## src/hdl/assert_macros.svh

```systemverilog
// ----------------------------------------------------------------------------
// Assertion macros used by the top-level RTL file of the token counter.
// ----------------------------------------------------------------------------
`ifndef ASSERT_MACROS_SVH
`define ASSERT_MACROS_SVH

// Check a condition at every clock edge outside reset.
`define ASSERT_ALWAYS(label, clk, rst, cond, msg) \
   label: assert property (@(posedge clk) disable iff (rst) (cond)) else $error(msg);

// Check that a condition implies another one in the same cycle.
`define ASSERT_IMPLY(label, clk, rst, ante, cons, msg) \
   label: assert property (@(posedge clk) disable iff (rst) (ante) |-> (cons)) \
      else $error(msg);

// Check that a condition implies another one in the next cycle.
`define ASSERT_NEXT(label, clk, rst, ante, cons, msg) \
   label: assert property (@(posedge clk) disable iff (rst) (ante) |=> (cons)) \
      else $error(msg);

`endif

```

## src/hdl/gdtc_ram.sv

```systemverilog
`timescale 1ns / 1ps
// ----------------------------------------------------------------------------
// gdtc_ram
// Generic simple dual-port RAM with one write port and a registered read.
// ----------------------------------------------------------------------------
module gdtc_ram #(
   parameter int WIDTH = 8,
   parameter int DEPTH = 16
) (
   input  logic                                    clock,
   input  logic                                    wr_en,
   input  logic [((DEPTH > 1) ? $clog2(DEPTH) : 1)-1:0] wr_addr,
   input  logic [WIDTH-1:0]                        wr_data,
   input  logic [((DEPTH > 1) ? $clog2(DEPTH) : 1)-1:0] rd_addr,
   output logic [WIDTH-1:0]                        rd_data
);

   logic [WIDTH-1:0] mem_ff [DEPTH];
   logic [WIDTH-1:0] rd_data_ff;

   always_ff @(posedge clock) begin
      if (wr_en) begin
         mem_ff[wr_addr] <= wr_data;
      end
      rd_data_ff <= mem_ff[rd_addr];
   end

   assign rd_data = rd_data_ff;

endmodule

```

## config.mk

```make
export PLATFORM = sky130hd
export DESIGN_NAME = gdtc_ram
export DESIGN_NICKNAME = d
export VERILOG_FILES = /design/src/hdl/assert_macros.svh /design/src/hdl/gdtc_ram.sv
export SDC_FILE = /design/constraint.sdc
export NUM_CORES = 1
export LEC_CHECK = 0
export BUFFER_PORTS_ARGS = -buffer_cell sky130_fd_sc_hd__buf_2
export CORE_ASPECT_RATIO = 1.1
export CORE_MARGIN = 4
export CORE_UTILIZATION = 55
export CTS_CLUSTER_SIZE = 30
export DETAILED_ROUTE_END_ITERATION = 8
export PLACE_DENSITY = 0.73
export RECOVER_POWER = 50
export SKIP_LAST_GASP = 1
export SLEW_MARGIN = 10
export SYNTH_ARGS = -nofsm -noshare
export SYNTH_HDL_FRONTEND = slang
export SYNTH_SLANG_ARGS = --single-unit
```

## constraint.sdc

```tcl
create_clock -name clock -period 4.8 [get_ports clock]
set_input_delay 0.48 -clock clock [delete_from_list [all_inputs] [get_ports clock]]
set_output_delay 0.48 -clock clock [all_outputs]
set_load 0.05 [all_outputs]
```

==> impl_metrics.toml, run 1 <==
[detailed_routing]
ant_nets = 0
drt-vias-per-instance = 6.18
drt-total-wl_um = 9830
first_pass_iters = 4
drc_errors = 0
drt_iter0_drc = 234
wl_per_cell_um = 25.2
via_count = 2411

[layout]
fin_nets = 282
final_layout_size_suffix_gt1_share_pct = 22.8
seq_area_um2 = 4000
multiInputGateArea_um2 = 1070
antennaDiodeCount = 0
final_util_pct = 65.2
n_fill_cell = 597
syn_to_final_growth_pct = 14.1
finalInstanceArea_um2 = 5870
final-instance-count-excl-fill = 390

[floorplan]
ios = 26
rows = 36
dieArea_um2 = 11000
core_area_um2 = 9010
die_h_um = 109
initial_core_util_pct = 57.1
die_w_um = 100

[critical_path]
r2r-start = "mem_ff[1][5]"
reg2regPathDepth = 3
cp.arrival_ns = 2.31
critPathRequiredTime_ns = 5.20
startpoint = "rd_addr[0]"
path_cells = "buf_2, mux4_1, a22oi_1, nand2_1"
crit_fanout = 32
r2r_setup_slack_ns = 3.42
path_delay_family = "buffers and inverters"
endpoint = "rd_data[4]"
cpMaxStageDelayCell = "buf_2"
regToRegEndpoint = "rd_data[5]"
cp-end-kind = "flip-flop"
cp.depth = 4
cp_num_buf_inv = 1
startpoint_type = "input pin"
critPathKind = "in2reg"
worst_path_largest_cell_delay_ns = 0.78

[pwr]
pwr-share-clk_pct = 44.1
power_mw = 2.65
seqPwrFrac_pct = 50.6
switching_power_mw = 0.533
p_leak_nw = 1.94
ir_worst_vdd_v = 0.000282
p_int_mw = 2.11
p_comb_share_pct = 5.3
switching_share_pct = 20.2
power.density_nw_per_um2 = 450

[timing]
period_share_pct = 39.9
worst_slew_pin_slew_ns = 1.10
min_period_ns = 1.91
whs_ns = 0.460
slew_violations = 0
final_hold_viol_count = 0
slew-limit-headroom_pct = 26.3
fmax_mhz = 522
fin_ws_ns = 2.89
rsz0062_at_grt = "no"
setup_viol = 0
setup-tns-final_ns = 0
fin_skew_ns = 0.00541

[synthesis]
ys_warn_count = 0
synth_nets = 247
ys_seq_elements = 136
netlist_instances = 229
avgSynthCellArea_um2 = 22.5
synth.cell_area_um2 = 5150
yosysSeqAreaShare_pct = 77.8
ys_types = 19

[cts]
cts_repair_resize_count = 0
cts_buffers = 17
htreeDepth = 4
post_cts_buffers = 0
cts.sinks = 136
clock_path_buffers = 2
cts_root_buf = "clkbuf_8"
tritoncts = "built"
clkLatencyLatePin_ns = 0.52
clk_pin_slew_worst_paths_ns = 0.06
cts_hold_buf = 0

[run]
maxCapViolCount = 0

[global_routing]
grt_overflow = 0
grt_max_degree = 33
grt_usage_pct = 20.0
antenna_found_initial = 0
grt_pass1_wl_um = 15000
grt_pass1_vias = 2506

[place]
dp_slack_ns = 2.30
routabilityCongestion = 0.741
port_buffers = 25
dp_hpwl_um = 5880
placedCellCount = 359
dpl_cell_area_um2 = 5350

[status]
status = "finished clean"

[worst_hold_path]
hold_path_class = "in2reg"
-- cells by family after synthesis --
family          share of synthesized area [%]
compound gates                           2.33
simple gates                             3.18
mux                                      15.0
buf+inv                                  1.68
flops                                    77.8
-- per-layer routing --
layer | wire length (µm) | GRT usage, % | part of all wire, % | vias up
met2 | 4910 | 30.2 | 50 | 106
met3 | 725 | 4.89 | 7.4 | 13
li1 | - | - | - | 1043
met1 | 4040 | 28.2 | 41 | 1249
met4 | 150 | 8.85 | 1.5 | 0
met5 | 0 | 0 | 0 | -
-- placed cells by master, fill, tap and decap left out --
master | netlist | layout
mux4_1 | 14 | 14
clkbuf_16 | 0 | 16
dfxtp_1 | 8 | 8
and2b_1 | 1 | 1
nand3b_1 | 2 | 2
nand3_1 | 1 | 1
bufinv_16 | 0 | 1
nand2_1 | 9 | 9
clkbuf_8 | 0 | 5
and2_1 | 1 | 1
nor2b_1 | 1 | 1
edfxtp_1 | 128 | 128
buf_2 | 3 | 16
nor3_2 | 0 | 3
mux4_2 | 18 | 18
or3b_2 | 1 | 1
clkinv_2 | 0 | 3
nand2b_1 | 2 | 2
a22oi_1 | 16 | 16
nor3_1 | 4 | 1
clkbuf_1 | 0 | 16
nor2_1 | 13 | 13
-- power groups by stage --
| stage | Clock [mW] | Combinational [mW] | Sequential [mW] |
|---|---|---|---|
| 2_1_floorplan | 0 | 0.0674 | 1.39 |
| 5_1_grt | 1.24 | 0.151 | 1.34 |
| 4_1_cts | 1.18 | 0.144 | 1.34 |
| 3_3_place_gp | 0 | 0.140 | 1.36 |
| 3_5_place_dp | 0 | 0.143 | 1.36 |
| 6_report | 1.17 | 0.141 | 1.34 |
-- cell usage after synthesis (all sizes together) --
cell / count / area share (%)
nor3: 4 / 0.39
nand2b: 2 / 0.24
nand2: 9 / 0.66
nand3b: 2 / 0.29
edfxtp: 128 / 75
and2b: 1 / 0.15
and2: 1 / 0.12
nor2b: 1 / 0.12
dfxtp: 8 / 3.1
a22oi: 16 / 2.3
mux4: 32 / 15
nand3: 1 / 0.097
nor2: 13 / 0.95
or3b: 1 / 0.17
buf: 7 / 1.1
clkdlybuf4s25: 3 / 0.58
-- worst reg2reg max path, cell delays in order (launching register included) --
cell and delay, ns:
edfxtp_1 0.38, mux4_1 0.54, a22oi_1 0.26, nand2_1 0.09
-- registers in the layout, indices dropped and copies added, names as in the netlist --
register and flops:
mem_ff 128, rd_data 8
-- final cells by class --
type	count	share of cell area, %
clock buffers	27	8.37
flip-flops and latches	136	68.2
well taps	114	2.43
multi-input cells	83	18.3
repair buffers	26	2.00
clock inverters	4	0.767
-- worst min path at each step --
stage / from / endpoint / slack (ns) / cells after the start
CTS: wr_data[0] / mem_ff[4][0] / 0.33 / 1
detailed placement: mem_ff[11][5] / rd_data[5] / 0.67 / 3
global route: wr_addr[1] / mem_ff[0][6] / 0.45 / 2
global placement: mem_ff[15][1] / rd_data[1] / 0.64 / 3
finish: wr_addr[1] / mem_ff[0][6] / 0.46 / 2
floorplan: wr_data[0] / mem_ff[0][0] / 0.58 / 0
Note: power is estimated with default switching activity, not from simulation.
==> run 2, diff against run 1 <==
- ABC_AREA: default -> 1
- PLACE_DENSITY: 0.73 -> 0.72
- clock period: 4.8 -> 1.81 ns (I/O delays scaled with it)
==> impl_metrics.toml, run 2 <==
[cts]
tritoncts = "built"
cts_root_buf = "clkbuf_8"
htreeDepth = 4
post_cts_buffers = 0
clkLatencyLatePin_ns = 0.52
clk_pin_slew_worst_paths_ns = 0.05
clock_path_buffers = 2
cts_buffers = 17
cts.sinks = 136

[critical_path]
path_cells = "buf_2"
cp.arrival_ns = 1.15
regToRegEndpoint = "rd_data[5]"
cp-end-kind = "primary output"
r2r-start = "mem_ff[9][5]"
path_delay_family = "flip-flops"
reg2regPathDepth = 6
startpoint_type = "flip-flop"
critPathKind = "reg2out"
critPathRequiredTime_ns = 1.63
worst_path_largest_cell_delay_ns = 0.35
cpMaxStageDelayCell = "dfxtp_1"
cp_num_buf_inv = 1
r2r_setup_slack_ns = 0.76
crit_fanout = 1

[timing]
setup_viol = 0
fin_skew_ns = 0.00433
fmax_mhz = 754
slew-limit-headroom_pct = 36.3
slew_violations = 0
whs_ns = 0.168
min_period_ns = 1.33
period_share_pct = 73.3
setup-tns-final_ns = 0
rsz0062_at_grt = "no"
final_hold_viol_count = 0
worst_slew_pin_slew_ns = 0.956

[worst_hold_path]
holdPathEnd = "rd_data[3]"
min_from = "rd_addr[2]"
worstHoldPathCells = 4
hold_path_class = "in2reg"

[layout]
antennaDiodeCount = 0
layout_common_cells = "nand2_1, edfxtp_1, inv_1, nand3_1, nor2_1"
syn_to_final_growth_pct = 15.3
seq_area_um2 = 4000
largest_reg_flops = 128
n_fill_cell = 768
final_layout_size_suffix_gt1_share_pct = 9.95
multiInputGateArea_um2 = 1210
regMostFlops = "mem_ff"
final_common_cell = "nand2_1"
fin_nets = 608

[detailed_routing]
drc_errors = 0
ant_nets = 0
drt-vias-per-instance = 5.18
wl_per_cell_um = 16.8
via_count = 3847
first_pass_iters = 5
drt-total-wl_um = 12500
drt_iter0_drc = 403

[place]
port_buffers = 25
dp_hpwl_um = 7630
routabilityCongestion = 0.850

[pwr]
switching_power_mw = 1.58
pwr-share-clk_pct = 45.7
p_int_mw = 5.86
seqPwrFrac_pct = 47.7
power.density_nw_per_um2 = 1120
p_comb_share_pct = 6.6
p_leak_nw = 2.88
switching_share_pct = 21.2
ir_worst_vdd_v = 0.000927

[synthesis]
netlist.top_cell.by_area = "edfxtp_1"
synth_edf_count = 128
synth_most_common_cell = "nand2_1"
ys_seq_elements = 136
ys_types = 12
netlist.area_leader.share_pct = 66.7
avgSynthCellArea_um2 = 10.5
yosys-top-cells-count = "nand2_1, edfxtp_1, inv_1"
ys_top_cells_by_area = "edfxtp_1, nand2_1, nand3_1"
async_reset_ff_share_pct = 0
dominantRegCellSynth = "edfxtp_1"
ys_warn_count = 0
yosysSeqAreaShare_pct = 69.4
synth_nets = 569
synth.cell_area_um2 = 5770
netlist_instances = 551

[floorplan]
core_area_um2 = 10000
ios = 26
dieArea_um2 = 12200
rows = 38
initial_core_util_pct = 57.5
die_w_um = 106
die_h_um = 115

[global_routing]
grt_pass1_wl_um = 19600
grt_pass1_vias = 3741
antenna_found_initial = 0
grt_usage_pct = 22.0
grt_max_degree = 65
grt_overflow = 0

[run]
maxCapViolCount = 0

[status]
status = "finished clean"
## run 2: changes by cell type after synthesis, sizes merged, moves of 16 or more
cell	change
nand2	+164
inv	+102
nand3	+96
mux4	-32
buf	+17
a22oi	-16
## run 2: per-layer routing
layer	vias to the layer above	part of all wire [%]	GRT usage [%]
li1	1853	-	-
met1	1802	42	28.2
met2	170	48	35.8
met3	22	8.3	6.74
met4	0	2.1	8.20
met5	-	0	0
## run 2: repair_timing
action / 4_1_cts / 5_1_grt
hold endpoints to repair: 5 / 0
hold buffers: 1 / 0
gates resized for setup: 0 / 0
## run 2: worst max-delay path by stage
stage	depth (start not counted)	startpoint	endpoint	slack [ns]
final	1	rd_data[2]	rd_data[2]	0.48
after global routing	1	rd_data[3]	rd_data[3]	0.44
after CTS	1	rd_data[2]	rd_data[2]	0.47
after detailed placement	3	wr_addr[2]	mem_ff[9][6]	0.31
after global placement	5	rd_addr[2]	rd_data[5]	0.34
after floorplan	2	wr_addr[2]	mem_ff[10][0]	0.68
## run 2: worst reg2reg max path, cell delays in order, from the launching register on
cell and delay [ns]:
edfxtp_1 0.35, inv_1 0.06, nand2_1 0.04, nand3_1 0.09
nand3_1 0.11, nand3_1 0.21, nand2_1 0.08
## run 2: area by class of cell
class	count	share of cell area [%]
timing repair buffer	44	4.40
clock buffer	21	6.45
inverter	102	5.76
clock inverter	11	2.31
sequential	136	60.2
multi-input combinational	289	18.2
tap	140	2.63
## run 2: logic make-up after synthesis
family                 Yosys count  share of synthesized area [%]
and+or+nand+nor                289                           21.0
DFF                            136                           69.4
buffers and inverters          126                           9.52
## run 2: power groups by stage
stage | Combinational, mW | Sequential (mW) | Clock, mW
after CTS | 0.496 | 3.54 | 3.42
after global placement | 0.485 | 3.61 | 0
after detailed placement | 0.490 | 3.61 | 0
after global routing | 0.538 | 3.55 | 3.59
after floorplan | 0.248 | 3.68 | 0
final | 0.493 | 3.55 | 3.40
## run 2: per-stage QoR
stage	area [µm²]	total power, mW	setup WS, ns	cells	util [%]
after floorplan	5770	3.92	0.678	551	-
final	6650	7.44	0.484	743	66.3
after detailed placement	6070	4.10	0.312	710	60.5
after CTS	6670	7.46	0.472	743	66.5
after global routing	6650	7.68	0.442	743	66.3
after global placement	6070	4.09	0.343	710	60.5
==> run 3, diff against run 2 <==
- PLACE_DENSITY: 0.72 -> 0.75
- clock period: 1.81 -> 1.2 ns (I/O delays scaled with it)
==> impl_metrics.toml, run 3 (synthesis results as in run 2) <==
[critical_path]
path_delay_family = "flip-flops"
cp_num_buf_inv = 1
cp-end-kind = "primary output"
cp.arrival_ns = 1.04
crit_fanout = 1
startpoint_type = "flip-flop"
cpMaxStageDelayCell = "dfxtp_1"
critPathKind = "reg2out"
path_cells = "buf_4"
worst_path_largest_cell_delay_ns = 0.32
critPathRequiredTime_ns = 1.08

[timing]
worst_slew_pin_slew_ns = 0.959
setup_viol = 0
setup-tns-final_ns = 0
min_period_ns = 1.16
final_hold_viol_count = 0
period_share_pct = 96.3
rsz0062_at_grt = "no"
whs_ns = 0.205
slew_violations = 0
fin_ws_ns = 0.0445
fin_skew_ns = 0.00750
slew-limit-headroom_pct = 36.0
fmax_mhz = 865

[floorplan]
rows = 38
ios = 26
core_area_um2 = 10000
dieArea_um2 = 12200
die_h_um = 115
die_w_um = 106
initial_core_util_pct = 57.5

[global_routing]
grt_overflow = 0
grt_pass1_vias = 3739
grt_usage_pct = 22.3
grt_pass1_wl_um = 20000
antenna_found_initial = 0
grt_max_degree = 65

[place]
port_buffers = 25
dp_slack_ns = 0.0206
placedCellCount = 717
dp_hpwl_um = 7790
dpl_cell_area_um2 = 6140
routabilityCongestion = 0.819

[cts]
clock_path_buffers = 2
clkLatencyLatePin_ns = 0.53
htreeDepth = 4
cts.sinks = 136
tritoncts = "built"
cts_root_buf = "clkbuf_8"
cts_buffers = 17
clk_pin_slew_worst_paths_ns = 0.05

[detailed_routing]
drt_iter0_drc = 390
drt-vias-per-instance = 5.20
drt-total-wl_um = 12700
first_pass_iters = 5
drc_errors = 0
ant_nets = 0
wl_per_cell_um = 16.9
via_count = 3909

[worst_hold_path]
hold_path_class = "in2reg"

[layout]
final_common_cell = "nand2_1"
layout_common_cells = "nand2_1, edfxtp_1, inv_1, nand3_1, clkbuf_1"
finalInstanceArea_um2 = 6700
final-instance-count-excl-fill = 752
regMostFlops = "mem_ff"
fin_nets = 619
n_fill_cell = 760
largest_reg_flops = 128
final_layout_size_suffix_gt1_share_pct = 10.1
syn_to_final_growth_pct = 16.2
antennaDiodeCount = 0

[pwr]
p_leak_nw = 2.89
ir_worst_vdd_v = 0.00114
power.density_nw_per_um2 = 1600

[run]
maxCapViolCount = 0

[status]
status = "finished clean"
run 3: changes by cell type in the layout (fill, tap and decap cells not counted), moves of 2 or more:
cell           delta
dfxtp_1           -4
buf_2             -7
buf_4             +3
buf_6             +4
bufinv_16         -3
clkbuf_1          +7
dfxtp_2           +4
clkbuf_8          +2
dlygate4sd3_1     +4
run 3: routing by layer:
metal,part of all wire (%),vias up,global-route usage (%)
met5,0,-,0
met4,1.7,0,9.41
met3,8.4,17,6.85
met2,48,181,34.7
met1,42,1840,29.4
li1,-,1871,-
run 3: cell type report:
class,instances,area [µm²],share of cell area (%)
Multi-Input combinational cell,289,1210,18.1
Tap cell,140,175,2.61
Clock buffer,24,460,6.87
Sequential cell,136,4010,59.8
Timing Repair Buffer,55,408,6.09
Clock inverter,6,51.3,0.766
Inverter,102,383,5.71
run 3: through the flow:
step | total power [mW] | util (%)
4_1_cts | 10.7 | 67.1
3_5_place_dp | 6.21 | 61.2
5_1_grt | 11.1 | 66.8
3_3_place_gp | 6.19 | 61.2
2_1_floorplan | 5.92 | -
6_report | 10.7 | 66.8
run 3: worst min-delay path, stage by stage:
cell     delay (ns)
buf_2          0.11
inv_2          0.07
nand3_1        0.08
nand3_1        0.10
nand3_1        0.13
nand2_1        0.06
run 3: power by group:
group          switching [mW]  total [mW]  internal, mW
Combinational           0.565       0.807         0.242
Sequential             0.0381        5.36          5.32
Clock                    1.74        4.54          2.80
Total                    2.34        10.7          8.36
run 3: final timing paths:
kind	from	end	slack (ns)	cells past startpoint
setup / recovery	rd_data[1]	rd_data[1]	0.04	1
hold / removal	rd_addr[1]	rd_data[3]	0.21	6
hold reg to reg	mem_ff[10][2]	rd_data[2]	0.67	6
setup reg to reg	mem_ff[9][5]	rd_data[5]	0.19	6
run 3: what timing repair did:
action	4_1_cts	5_1_grt
hold endpoints to repair	41	0
endpoints found under the setup margin	8	3
gates resized for setup	12	4
hold buffers	5	0
buffers inserted	0	0
